[src/hw/rtl/dtti_pkg.sv]
// Shared types and constants of the decimal text to int64 parser.
package dtti_pkg;

  localparam int VALUE_BITS = 64;
  localparam int MAG_W      = VALUE_BITS;
  localparam int ACC_W      = VALUE_BITS + 4;
  localparam int OUT_W      = 64;
  localparam int QUEUE_DEPTH = 2;

  localparam logic [ACC_W-1:0] LIMIT_ACC = ACC_W'(1) << (VALUE_BITS - 1);
  localparam logic [MAG_W-1:0] LIMIT_MAG = MAG_W'(1) << (VALUE_BITS - 1);

  localparam logic [7:0] CH_SPACE = 8'h20;
  localparam logic [7:0] CH_TAB   = 8'h09;
  localparam logic [7:0] CH_PLUS  = 8'h2b;
  localparam logic [7:0] CH_MINUS = 8'h2d;
  localparam logic [7:0] CH_ZERO  = 8'h30;
  localparam logic [7:0] CH_NINE  = 8'h39;

  typedef enum logic [2:0] {
    CLS_BLANK,
    CLS_PLUS,
    CLS_MINUS,
    CLS_DIGIT,
    CLS_OTHER
  } char_class_t;

  typedef enum logic [1:0] {
    ST_OK        = 2'd0,
    ST_MALFORMED = 2'd1,
    ST_RANGE     = 2'd2
  } status_t;

  typedef enum logic [4:0] {
    PH_LEAD   = 5'b00001,
    PH_SIGN   = 5'b00010,
    PH_DIGITS = 5'b00100,
    PH_TRAIL  = 5'b01000,
    PH_ERROR  = 5'b10000
  } phase_t;

  typedef struct packed {
    logic        is_end;
    char_class_t cls;
    logic [3:0]  digit;
  } tok_t;

endpackage

[src/hw/rtl/dtti_if.sv]
// Valid/ready channel interfaces for the parser's character and result words.
interface dtti_in_if;
  logic       valid;
  logic       ready;
  logic [7:0] character;
  logic       is_end;
  modport source (output valid, character, is_end, input ready);
  modport sink   (input valid, character, is_end, output ready);
endinterface

interface dtti_out_if;
  logic               valid;
  logic               ready;
  logic [1:0]         status;
  logic signed [63:0] value;
  modport source (output valid, status, value, input ready);
  modport sink   (input valid, status, value, output ready);
endinterface

[src/hw/rtl/dtti_front.sv]
// Front end: accepts character words and classifies them into tokens.
module dtti_front
  import dtti_pkg::*;
(
  dtti_in_if.sink in_port,
  input  logic    q_full,
  output logic    push,
  output tok_t    push_tok
);

  char_class_t cls;

  always_comb begin
    if (in_port.character == CH_SPACE || in_port.character == CH_TAB) begin
      cls = CLS_BLANK;
    end else if (in_port.character == CH_PLUS) begin
      cls = CLS_PLUS;
    end else if (in_port.character == CH_MINUS) begin
      cls = CLS_MINUS;
    end else if (in_port.character inside {[CH_ZERO:CH_NINE]}) begin
      cls = CLS_DIGIT;
    end else begin
      cls = CLS_OTHER;
    end
  end

  assign in_port.ready   = !q_full;
  assign push            = in_port.valid && !q_full;
  assign push_tok.is_end = in_port.is_end;
  assign push_tok.cls    = cls;
  assign push_tok.digit  = in_port.character[3:0];

endmodule

[src/hw/rtl/dtti_queue.sv]
// Two-entry token queue between front and back end.
module dtti_queue
  import dtti_pkg::*;
(
  input  logic clk,
  input  logic rst_n,
  input  logic push,
  input  tok_t push_tok,
  output logic full,
  input  logic pop,
  output logic q_valid,
  output tok_t q_tok
);

  localparam int PTR_W = $clog2(QUEUE_DEPTH);
  localparam int CNT_W = $clog2(QUEUE_DEPTH + 1);

  tok_t             mem_r [QUEUE_DEPTH];
  logic [PTR_W-1:0] wr_ptr_r, wr_ptr_nxt;
  logic [PTR_W-1:0] rd_ptr_r, rd_ptr_nxt;
  logic [CNT_W-1:0] count_r, count_nxt;
  logic             do_pop;

  assign full    = (count_r == CNT_W'(QUEUE_DEPTH));
  assign q_valid = (count_r != '0);
  assign q_tok   = mem_r[rd_ptr_r];
  assign do_pop  = pop && q_valid;

  always_comb begin
    wr_ptr_nxt = wr_ptr_r;
    rd_ptr_nxt = rd_ptr_r;
    count_nxt  = count_r;
    if (push) begin
      wr_ptr_nxt = (wr_ptr_r == PTR_W'(QUEUE_DEPTH - 1)) ? '0 : wr_ptr_r + 1'b1;
    end
    if (do_pop) begin
      rd_ptr_nxt = (rd_ptr_r == PTR_W'(QUEUE_DEPTH - 1)) ? '0 : rd_ptr_r + 1'b1;
    end
    if (push && !do_pop) begin
      count_nxt = count_r + 1'b1;
    end else if (!push && do_pop) begin
      count_nxt = count_r - 1'b1;
    end
  end

  always_ff @(posedge clk) begin
    if (push) begin
      mem_r[wr_ptr_r] <= push_tok;
    end
  end

  always_ff @(posedge clk) begin
    if (!rst_n) begin
      wr_ptr_r <= '0;
      rd_ptr_r <= '0;
      count_r  <= '0;
    end else begin
      wr_ptr_r <= wr_ptr_nxt;
      rd_ptr_r <= rd_ptr_nxt;
      count_r  <= count_nxt;
    end
  end

endmodule

[src/hw/rtl/dtti_back.sv]
// Back end: phase machine, saturating decimal accumulator and result register.
module dtti_back
  import dtti_pkg::*;
(
  input  logic        clk,
  input  logic        rst_n,
  input  logic        q_valid,
  input  tok_t        q_tok,
  output logic        pop,
  dtti_out_if.source  out_port
);

  phase_t             phase_r, phase_nxt;
  logic               neg_r, neg_nxt;
  logic [MAG_W-1:0]   mag_r, mag_nxt;
  logic               ovf_r, ovf_nxt;
  logic               out_valid_r;
  status_t            out_status_r, status_nxt;
  logic signed [OUT_W-1:0] out_value_r, value_nxt;

  logic [ACC_W-1:0]   acc;
  logic               acc_over;
  logic [MAG_W-1:0]   mag_digit;
  logic               digit_ovf;
  logic [MAG_W-1:0]   mag_signed;
  logic               load_out;

  // magnitude * 10 + digit; saturate at 2^(VALUE_BITS-1)
  assign acc = (ACC_W'(mag_r) << 3) + (ACC_W'(mag_r) << 1) + ACC_W'(q_tok.digit);
  assign acc_over  = (acc > LIMIT_ACC);
  assign mag_digit = acc_over ? LIMIT_MAG : acc[MAG_W-1:0];
  assign digit_ovf = ovf_r || acc_over;

  assign pop      = q_valid && (!q_tok.is_end || !out_valid_r || out_port.ready);
  assign load_out = pop && q_tok.is_end;

  assign mag_signed = neg_r ? (~mag_r + 1'b1) : mag_r;

  always_comb begin
    status_nxt = ST_OK;
    value_nxt  = '0;
    if (phase_r != PH_DIGITS && phase_r != PH_TRAIL) begin
      status_nxt = ST_MALFORMED;
    end else if (ovf_r || (!neg_r && mag_r == LIMIT_MAG)) begin
      status_nxt = ST_RANGE;
    end else begin
      value_nxt = OUT_W'($signed(mag_signed));
    end
  end

  always_comb begin
    phase_nxt = phase_r;
    neg_nxt   = neg_r;
    mag_nxt   = mag_r;
    ovf_nxt   = ovf_r;
    if (pop) begin
      if (q_tok.is_end) begin
        phase_nxt = PH_LEAD;
        neg_nxt   = 1'b0;
        mag_nxt   = '0;
        ovf_nxt   = 1'b0;
      end else begin
        case (phase_r)
          PH_LEAD: begin
            if (q_tok.cls == CLS_BLANK) begin
              phase_nxt = PH_LEAD;
            end else if (q_tok.cls == CLS_PLUS || q_tok.cls == CLS_MINUS) begin
              neg_nxt   = (q_tok.cls == CLS_MINUS);
              phase_nxt = PH_SIGN;
            end else if (q_tok.cls == CLS_DIGIT) begin
              mag_nxt   = mag_digit;
              ovf_nxt   = digit_ovf;
              phase_nxt = PH_DIGITS;
            end else begin
              phase_nxt = PH_ERROR;
            end
          end
          PH_SIGN: begin
            if (q_tok.cls == CLS_DIGIT) begin
              mag_nxt   = mag_digit;
              ovf_nxt   = digit_ovf;
              phase_nxt = PH_DIGITS;
            end else begin
              phase_nxt = PH_ERROR;
            end
          end
          PH_DIGITS: begin
            if (q_tok.cls == CLS_DIGIT) begin
              mag_nxt = mag_digit;
              ovf_nxt = digit_ovf;
            end else if (q_tok.cls == CLS_BLANK) begin
              phase_nxt = PH_TRAIL;
            end else begin
              phase_nxt = PH_ERROR;
            end
          end
          PH_TRAIL: begin
            if (q_tok.cls != CLS_BLANK) begin
              phase_nxt = PH_ERROR;
            end
          end
          default: begin
            phase_nxt = PH_ERROR;
          end
        endcase
      end
    end
  end

  always_ff @(posedge clk) begin
    if (!rst_n) begin
      phase_r     <= PH_LEAD;
      neg_r       <= 1'b0;
      mag_r       <= '0;
      ovf_r       <= 1'b0;
      out_valid_r <= 1'b0;
    end else begin
      phase_r <= phase_nxt;
      neg_r   <= neg_nxt;
      mag_r   <= mag_nxt;
      ovf_r   <= ovf_nxt;
      if (load_out) begin
        out_valid_r <= 1'b1;
      end else if (out_port.ready) begin
        out_valid_r <= 1'b0;
      end
    end
  end

  always_ff @(posedge clk) begin
    if (load_out) begin
      out_status_r <= status_nxt;
      out_value_r  <= value_nxt;
    end
  end

  assign out_port.valid  = out_valid_r;
  assign out_port.status = out_status_r;
  assign out_port.value  = out_value_r;

endmodule

[src/hw/rtl/decimal_text_to_int64_unit.sv]
// Top level of the decimal text to signed 64-bit integer parser.
// Throughput: one character word per cycle, terminators included, while the receiver does not stall the result word.
// Result path: an accepted terminator is written to the token queue and then popped
//   into the result register, whose output drives the result word valid.
// Reset (rst_n low, synchronous) empties the token queue, drops any pending
//   result and returns the parser to the leading-whitespace phase.
module decimal_text_to_int64_unit
  import dtti_pkg::*;
(
  input  logic        clk,
  input  logic        rst_n,
  dtti_in_if.sink     in_port,
  dtti_out_if.source  out_port
);

  logic q_full;
  logic push;
  tok_t push_tok;
  logic pop;
  logic q_valid;
  tok_t q_tok;

  dtti_front u_front (
    .in_port  (in_port),
    .q_full   (q_full),
    .push     (push),
    .push_tok (push_tok)
  );

  dtti_queue u_queue (
    .clk      (clk),
    .rst_n    (rst_n),
    .push     (push),
    .push_tok (push_tok),
    .full     (q_full),
    .pop      (pop),
    .q_valid  (q_valid),
    .q_tok    (q_tok)
  );

  dtti_back u_back (
    .clk      (clk),
    .rst_n    (rst_n),
    .q_valid  (q_valid),
    .q_tok    (q_tok),
    .pop      (pop),
    .out_port (out_port)
  );

endmodule

[src/flat_wrapper.sv]
// flat-port wrapper written by rule: the top's interface ports become plain ports
module decimal_text_to_int64_unit_flat import dtti_pkg::*;
  (clk, rst_n, in_port_valid, in_port_character, in_port_is_end, in_port_ready, out_port_valid, out_port_status, out_port_value, out_port_ready);
  dtti_in_if in_port_i ();
  dtti_out_if out_port_i ();
  input  logic clk;
  input  logic rst_n;
  input wire logic [$bits(in_port_i.valid)-1:0] in_port_valid;
  input wire logic [$bits(in_port_i.character)-1:0] in_port_character;
  input wire logic [$bits(in_port_i.is_end)-1:0] in_port_is_end;
  output wire logic [$bits(in_port_i.ready)-1:0] in_port_ready;
  output wire logic [$bits(out_port_i.valid)-1:0] out_port_valid;
  output wire logic [$bits(out_port_i.status)-1:0] out_port_status;
  output wire logic [$bits(out_port_i.value)-1:0] out_port_value;
  input wire logic [$bits(out_port_i.ready)-1:0] out_port_ready;
  assign in_port_i.valid = in_port_valid;
  assign in_port_i.character = in_port_character;
  assign in_port_i.is_end = in_port_is_end;
  assign in_port_ready = in_port_i.ready;
  assign out_port_valid = out_port_i.valid;
  assign out_port_status = out_port_i.status;
  assign out_port_value = out_port_i.value;
  assign out_port_i.ready = out_port_ready;
  decimal_text_to_int64_unit u_core (.clk(clk), .rst_n(rst_n), .in_port(in_port_i), .out_port(out_port_i));
endmodule
[config.mk]
export PLATFORM = sky130hd
export DESIGN_NAME = decimal_text_to_int64_unit_flat
export DESIGN_NICKNAME = d
export VERILOG_FILES = /design/src/hw/rtl/dtti_pkg.sv /design/src/hw/rtl/dtti_if.sv /design/src/hw/rtl/dtti_front.sv /design/src/hw/rtl/dtti_queue.sv /design/src/hw/rtl/dtti_back.sv /design/src/hw/rtl/decimal_text_to_int64_unit.sv /design/src/flat_wrapper.sv
export SDC_FILE = /design/constraint.sdc
export NUM_CORES = 1
export LEC_CHECK = 0
export BUFFER_PORTS_ARGS = -buffer_cell sky130_fd_sc_hd__buf_4
export CORE_MARGIN = 2
export CORE_UTILIZATION = 62
export DETAILED_ROUTE_END_ITERATION = 12
export PLACE_DENSITY = 0.81
export RECOVER_POWER = 50
export SLEW_MARGIN = 20
export SYNTH_ARGS = -nofsm -noshare
export SYNTH_HDL_FRONTEND = slang
export SYNTH_SLANG_ARGS = --single-unit
[constraint.sdc]
create_clock -name clk -period 6.3 [get_ports clk]
set_input_delay 0.945 -clock clk [delete_from_list [all_inputs] [get_ports clk]]
set_output_delay 0.945 -clock clk [all_outputs]
set_load 0.02 [all_outputs]
==> results of run 1 <==
## per-layer routing
layer | part of all wire [%] | vias up
li1 | - | 5394
met1 | 43 | 5501
met2 | 46 | 550
met3 | 8.4 | 72
met4 | 2.4 | 0
met5 | 0 | -
## synth_stat cells (all sizes together) (4+ instances only)
cell type	n	share of area, %
o21bai	10	0.61
inv	18	0.55
edfxtp	82	20
nand2	124	3.8
a21o	12	0.73
nor2b	9	0.46
or3	18	0.91
a211oi	10	0.65
or2	10	0.53
nor4b	4	0.28
a21boi	6	0.36
or4	13	0.88
ha	129	13
o41ai	12	0.85
nand4	36	1.8
o211ai	8	0.49
nor4	22	1.3
nor2	141	4.3
and3	4	0.20
a211o	4	0.28
a31oi	8	0.41
and2	10	0.51
o21ai	117	4.7
nor3	31	1.3
a32o	53	4.3
clkbuf	57	1.7
buf	11	0.72
nand3	15	0.71
xor2	82	5.8
mux2i	8	0.65
dfxtp	77	12
mux2	5	0.46
nand2b	14	0.71
a21oi	99	4.0
xnor2	36	2.6
o31ai	27	1.7
and4	4	0.28
a221oi	6	0.43
o21a	10	0.61
o311ai	4	0.28
## area by class of cell
class	instances	area share, %
diodes	1	0.0187
clock buffers	17	3.18
clock inverters	15	1.21
inverters	18	0.504
multi-input cells	1147	59.8
flip-flops and latches	159	29.9
well taps	265	2.48
repair buffers	89	2.92
## power by group through the flow
| stage | Clock (uW) | Combinational, uW | Sequential, uW |
|---|---|---|---|
| finish | 1060 | 572 | 1330 |
| global placement | 0 | 628 | 1340 |
| global route | 1100 | 613 | 1340 |
| CTS | 1060 | 661 | 1330 |
| detailed placement | 0 | 655 | 1340 |
| floorplan | 0 | 285 | 1460 |
## state kept, by name (all words and copies together), names as in the netlist, named ones only
name                           cells
u_core.u_queue.wr_ptr_r            1
u_core.u_back.out_port.status      2
u_core.u_back.ovf_r                1
u_core.u_back.out_port.value      64
u_core.u_queue.count_r             2
u_core.u_queue.mem_r              16
u_core.u_back.neg_r                1
u_core.u_back.mag_r               64
u_core.u_queue.rd_ptr_r            1
u_core.u_back.phase_r              5
u_core.u_back.out_port.valid       1
## critical path: cells and delay by family, from the launching register on
family	cells	cell delay, ns
flops	1	0.65
buf+inv	1	0.47
xor+xnor	1	0.17
fa+ha+maj	3	0.95
compound gates	8	2.62
simple gates	1	0.21
mux	1	0.40
## how the worst max path moves through the flow
| stage | cells after the start | to | slack [ns] |
|---|---|---|---|
| final | 15 | u_core.u_back.mag_r[26]$_SDFFE_PN0P_ | 0.74 |
| after CTS | 15 | u_core.u_back.mag_r[41]$_SDFFE_PN0P_ | 0.74 |
| after global routing | 15 | u_core.u_back.mag_r[7]$_SDFFE_PN0P_ | 0.27 |
| after global placement | 15 | u_core.u_back.mag_r[52]$_SDFFE_PN0P_ | 0.94 |
| after floorplan | 16 | u_core.u_back.mag_r[11]$_SDFFE_PN0P_ | 1.38 |
| after detailed placement | 15 | u_core.u_back.mag_r[41]$_SDFFE_PN0P_ | 0.79 |
## cell families after synthesis
group / after synthesis / synth area share (%)
AOI/OAI and AO/OA: 418 / 22.8
xor gates and xnor gates: 118 / 8.36
adders and majority gates: 131 / 13.4
buffers and inverters: 86 / 3.00
DFF: 159 / 32.4
muxes: 13 / 1.10
and+or+nand+nor: 467 / 18.9
## through the flow
stage               area (um2)  hold slack (ns)  utilization [%]
floorplan                12400            0.470                -
global placement         13100            0.495             67.0
detailed placement       13100            0.495             67.0
CTS                      13700            0.531             70.0
global route             13400            0.555             68.6
finish                   13400            0.530             68.6
==> results by group, run 1 <==
Clock network
  • Total CTS buffers: 17
  • Post_cts resized: 0
  • CTS tree: done
  • H-tree Lvls: 4
  • Hold_buf cts: 0
  • Worst skew pair latency: 0.44 ns
  • Root buffer cell: clkbuf_16
  • Setup Buffers After CTS: 0
  • Clk sinks: roughly 160
  • CTS max path bufs: 2
  • Clock Pin Slew Worst Setup and Hold Paths: approximately 0.08 ns

Hold path
  • Tightest Hold Check Type: register to register
  • Hold Crit Start: u_core.u_queue.count_r[1]$_SDFFE_PN0P_
  • Hold Path Depth: 2
  • Hold Path End: u_core.u_queue.count_r[1]$_SDFFE_PN0P_

Global routing
  • First-pass GRT wire length: a little under 60000 um
  • GRT busiest layer: met2
  • GR Overflow Total: 0
  • Largest net degree at the start of global routing: between 60 and 70
  • Global Route Usage Sum: 34.6%
  • Met1 usage: 47.4%
  • Met3 Resource Use GR: ~5.6%
  • Routing usage on met2: between 50 and 60%
  • Vias in the first global route: about 11k
  • Initial antenna violation count: 0

Drt
  • Routed len/inst: around 22 um
  • Detailed Route WL: around 37000 um
  • Vias per cell: slightly below 7
  • DRT Pass-1 Iters: 6
  • Via count: 11.5k
  • Iteration-0 DRC count of the detailed router: approximately 1.0k
  • DR DRC count: 0
  • Routed Antenna Nets: 0

Setup path
  • Worst Path Arrival: roughly 5.9 ns
  • Crit-path cells: mux2_2, ha_1, ha_1, fa_1, a211oi_1, o21ai_1, a211oi_1, a2111oi_2, o31ai_1, o21ai_1, a221oi_1, xnor2_1, nor3_4, buf_4, a32o_1
  • Type of origin of the critical path: register
  • R2R depth: 15
  • Setup slack, reg-to-reg: about 0.74 ns
  • Slowest-stage cell, CP: dfxtp_1
  • Crit. End Element: register
  • Capturing point of the worst reg2reg path: u_core.u_back.mag_r[26]$_SDFFE_PN0P_
  • Critical-path maximum fanout: 34
  • Critical path class: register to register
  • Req. time, crit path: roughly 6.7 ns
  • CP max stage delay: approximately 0.65 ns

STA
  • Final-report setup violation count: 0
  • Worst Tran Pin Value: ~2.8 ns
  • Fin worst setup slack: between 0.7 and 0.8 ns
  • Final Cycle Share: around nine tenths
  • Setup TNS: 0 ns
  • Slew HR: -89.2%
  • Setup Skew: approximately 0.013 ns
  • Fmax: 0.180 GHz
  • Final Hold Fails: 0
  • RSZ-0062 raised after global routing: no
  • Min Tclk post-route: approximately 5.6 ns
  • Fin. max-slew vios: 30

Outcome
  • Run status: finished with violations
  • Violated checks: max-capacitance violations, max-slew violations

Floorplan
  • Die Area: 21100 um2
  • Width of the chip: roughly 150 um
  • Core Region: about 20000 um2
  • Rows: about 50
  • Die Y: approximately 150 um
  • IO Count: 81
  • Starting Density: between 60% and 70%

Power
  • Sw power: 1020 uW
  • Switching Fraction: approximately 34%
  • Leak: 0.00537 uW
  • Design Power: between 2000 and 3000 uW
  • Internal power: between 1500 and 2000 uW
  • Flop pwr share: between 40% and 50%
  • Worst vdd ir: 0.226 mV
  • Comb pwr share: about a fifth
  • Pwr Density: around 220 nW/um2
  • Clk pwr share: roughly 36%

Synth
  • Seq cells post-synth: ~160
  • Synth Net Count: ~1.5k
  • Ys Warns: 0
  • Post-synth cell types: 81
  • Post-Synthesis Cell Area: around 12000 um2
  • Mapped Cells: 1392
  • Number of synthesized flops with an enable pin: approximately 80
  • Ys async rst share: 0%
  • Avg Inst Size Synth: roughly 8.9 um2
  • Ys flop type: edfxtp_1
  • Register area share after synthesis: roughly a third

Cells and area
  • Most common cell after layout, fill and taps aside: nor2_1
  • Layout cell share with drive strength beyond 1: under 10%
  • # fillers: 1715
  • Multi-input logic area: between 8000 and 9000 um2
  • Non-filler cells, final: around 1.7k
  • Area Growth Syn to Fin: 8.41%
  • Reg area: between 4000 and 5000 um2
  • Commonest non-fill, non-tap cells in the layout: nor2_1 (141), ha_1 (129), nand2_1 (124)
  • Final Net Count: between 1.5k and 2k

Placed design
  • Gpl congestion: slightly above 1
  • DP Worst Slack: about 0.79 ns
  • Placed Cells: ~1.7k
  • Final HPWL DP: approximately 28000 um
  • Port bufs: 80

Job
  • # Max-Cap Violations: 1
(Power assumes the default switching activity.)
==> run 2, diff against run 1 <==
--- a/config.mk
+++ b/config.mk
@@ -11,7 +11,9 @@
 export DETAILED_ROUTE_END_ITERATION = 12
 export PLACE_DENSITY = 0.81
 export RECOVER_POWER = 50
+export REMOVE_ABC_BUFFERS = 1
 export SLEW_MARGIN = 20
 export SYNTH_ARGS = -nofsm -noshare
 export SYNTH_HDL_FRONTEND = slang
+export SYNTH_HIERARCHICAL = 1
 export SYNTH_SLANG_ARGS = --single-unit
==> constraint.sdc (replaced) <==
create_clock -name clk -period 6.3 [get_ports clk]
set_input_delay 0 -clock clk [delete_from_list [all_inputs] [get_ports clk]]
set_output_delay 0 -clock clk [all_outputs]
set_load 0.02 [all_outputs]
==> results by group, run 2 <==
STA
  • Setup TNS: 0 ns
  • Final Hold Fails: 0
  • Final Cycle Share: a little over nine tenths
  • Slew HR: -66.1%
  • Fin Hold WS: between 0.09 and 0.1 ns
  • Worst Tran Pin Value: 2.49 ns
  • Setup Skew: around 0.0098 ns
  • RSZ-0062 raised after global routing: no
  • Min Tclk post-route: 6.09 ns
  • Final-report setup violation count: 0
  • Fin. max-slew vios: between 40 and 50
  • Fmax: 0.164 GHz
  • Fin worst setup slack: roughly 0.21 ns

Drt
  • DRT Pass-1 Iters: 6
  • Vias per cell: ~6.4
  • Detailed Route WL: roughly 33000 um
  • Routed len/inst: 19.8 um
  • Routed Antenna Nets: 0
  • DR DRC count: 0
  • Via count: 10.7k
  • Iteration-0 DRC count of the detailed router: roughly 1.1k

Global routing
  • Largest net degree at the start of global routing: 66
  • Met1 usage: 46.4%
  • GRT busiest layer: met2
  • Vias in the first global route: roughly 10k
  • First-pass GRT wire length: around 52000 um
  • Met3 Resource Use GR: 4.86%
  • Global Route Usage Sum: 32.2%
  • Routing usage on met2: roughly half
  • Initial antenna violation count: 0
  • GR Overflow Total: 0

Setup path
  • Req. time, crit path: 6.67 ns
  • Worst Path Arrival: approximately 6.5 ns
  • CP most frequent cell: or4_1
  • CP max stage delay: 0.59 ns
  • R2R depth: 15
  • Setup slack, reg-to-reg: ~0.21 ns
  • Slowest-stage cell, CP: or4b_1
  • Crit-path cells: mux2_2, inv_1, fa_1, fa_1, or4b_2, or4_1, or4_1, or4_1, nor4_2, nand4_1, or4b_1, o31a_1, nor4_4, clkbuf_16, a22o_1
  • Capturing point of the worst reg2reg path: u_core/u_back/mag_r[1]$_SDFFE_PN0P_
  • Crit. End Element: register
  • Critical-path maximum fanout: 23
  • Critical path class: register to register
  • Type of origin of the critical path: register

Hold path
  • Hold Path End: u_core/u_queue/wr_ptr_r$_SDFFE_PN0P_
  • Hold Path Depth: 4
  • Hold Crit Start: in_port_valid
  • Tightest Hold Check Type: primary input to register

Cells and area
  • Final Net Count: approximately 1.5k
  • Commonest non-fill, non-tap cells in the layout: nor2_1 (130), ha_1 (129), nand2_1 (103)
  • Antenna diode count: 0
  • Most common cell after layout, fill and taps aside: nor2_1
  • Layout cell share with drive strength beyond 1: 5.30%
  • Area Growth Syn to Fin: 10.0%

Synth
  • Top cell type's share of synthesized area: around 21%
  • Avg Inst Size Synth: 9.02 um2
  • Largest family of logic cells by synthesized area: compound AO/OA/AOI/OAI gates
  • Post-synth cell types: 73
  • Post-synthesis mux area share: less than 1%
  • Seq cells post-synth: between 150 and 200
  • Synth Area in Adders: 13.8%
  • Xor/xnor share of the synthesized area: under 10%
  • Synth top cells by count: nor2_1 (131), ha_1 (129), nand2_1 (103), xor2_1 (96), a21oi_1 (94)
  • Post-Synth Simple-Gate Area: 17.2%
  • Ys Warns: 6
  • Post-Synthesis Cell Area: 12000 um2
  • Ys flop type: edfxtp_1
  • Top cells by area, synth: edfxtp_1 (21%), ha_1 (14%), dfxtp_1 (13%)
  • Register area share after synthesis: roughly 34%
  • Number of synthesized flops with an enable pin: between 80 and 90
  • Ys async rst share: 0%
  • Synth Area in Compound Gates: between 20% and 30%
  • Yosys top cell by area: edfxtp_1
  • Top-count cell post-synth: nor2_1
  • Mapped Cells: roughly 1.3k

Floorplan
  • Die Area: around 20000 um2
  • Core Region: around 19000 um2
  • Die Y: 143 um
  • Rows: 50
  • IO Count: 81
  • Width of the chip: 143 um
  • Starting Density: 63.5%

Job
  • # Max-Cap Violations: 1

Power
  • Worst vdd ir: 0.185 mV
  • Pwr Density: roughly 220 nW/um2
  • Leak: between 0.005 and 0.006 uW

Placed design
  • DP Worst Slack: ~0.23 ns
  • Gpl congestion: 1.00
  • Final HPWL DP: ~24000 um
  • Port bufs: 80

Outcome
  • Violated checks: max-capacitance violations, max-slew violations
  • Run status: finished with violations

Clock network
  • Clock Pin Slew Worst Setup and Hold Paths: ~0.070 ns
  • Setup Buffers After CTS: 0
  • Worst skew pair latency: 0.44 ns
  • H-tree Lvls: 4
  • Root buffer cell: clkbuf_16
  • CTS tree: done
  • Total CTS buffers: 17
  • Clk sinks: approximately 160
  • CTS max path bufs: 2
-- run 2: cell count changes in the layout (fill, tap and decap cells not counted), moves of 10 or more --
cell,delta
a32o_1,-43
a21o_1,+11
nor4_1,-11
o21ai_0,-36
a22o_1,+48
xor2_1,+14
o21ai_1,+17
nand2_1,-21
dlygate4sd3_1,+10
nor2_1,-11
-- run 2: metrics by stage --
stage,util [%],std cells,total power [uW],cell area (um2)
floorplan,-,1261,1730,11600
detailed placement,67.4,1614,2000,12700
finish,69.8,1657,2950,13100
global route,69.8,1657,3070,13100
global placement,67.4,1614,1980,12700
CTS,71.1,1656,3040,13400
-- run 2: kinds of logic (layout without fill, tap and decap cells) --
group / count (synthesis) / after routing
AND/OR/NAND/NOR: 418 / 418
AO/OA/AOI/OAI: 395 / 395
flip-flops: 159 / 159
adder cells (fa/ha/maj): 131 / 131
XOR/XNOR: 127 / 127
buffers and inverters: 85 / 157
multiplexers: 10 / 10
-- run 2: worst max-delay path by stage --
stage,cells after the start,end,slack (ns),from
5_1_grt,16,u_core/u_back/mag_r[10]$_SDFFE_PN0P_,0.008,register
6_report,15,u_core/u_back/mag_r[1]$_SDFFE_PN0P_,0.21,register
2_1_floorplan,14,u_core/u_back/mag_r[10]$_SDFFE_PN0P_,-0.12,register
3_3_place_gp,14,u_core/u_back/mag_r[45]$_SDFFE_PN0P_,0.31,register
4_1_cts,14,u_core/u_back/mag_r[9]$_SDFFE_PN0P_,0.22,register
3_5_place_dp,14,u_core/u_back/mag_r[3]$_SDFFE_PN0P_,0.23,register
-- run 2: layout make-up --
type,count,area [um2]
inverter,21,78.8
clock buffer,19,454
timing repair buffer,104,549
clock inverter,13,134
tap,260,325
fill,1563,5680
multi-input combinational,1081,7600
sequential,159,4010
-- run 2: power breakdown --
group,internal [uW],switching [uW]
Combinational,145,432
Sequential,1270,51.1
Clock,553,498
-- run 2: worst max-delay path: cells and delay by family, from the launching register on --
family / cells / cell delay, ns
fa+ha+maj: 2 / 1.02
mux: 1 / 0.35
simple gates: 8 / 3.28
flops: 1 / 0.42
compound gates: 2 / 0.54
buf+inv: 2 / 0.40
-- run 2: per-layer routing --
layer	vias to the layer above	routed length, um
li1	5112	-
met1	5122	15300
met2	391	14700
met3	59	2250
met4	0	592
met5	-	0
-- run 2: timing repair --
item | 4_1_cts | 5_1_grt
setup endpoints to repair | 0 | 52
hold buffers | 10 | 0
gates resized for setup | 0 | 6
hold endpoints to repair | 29 | 0
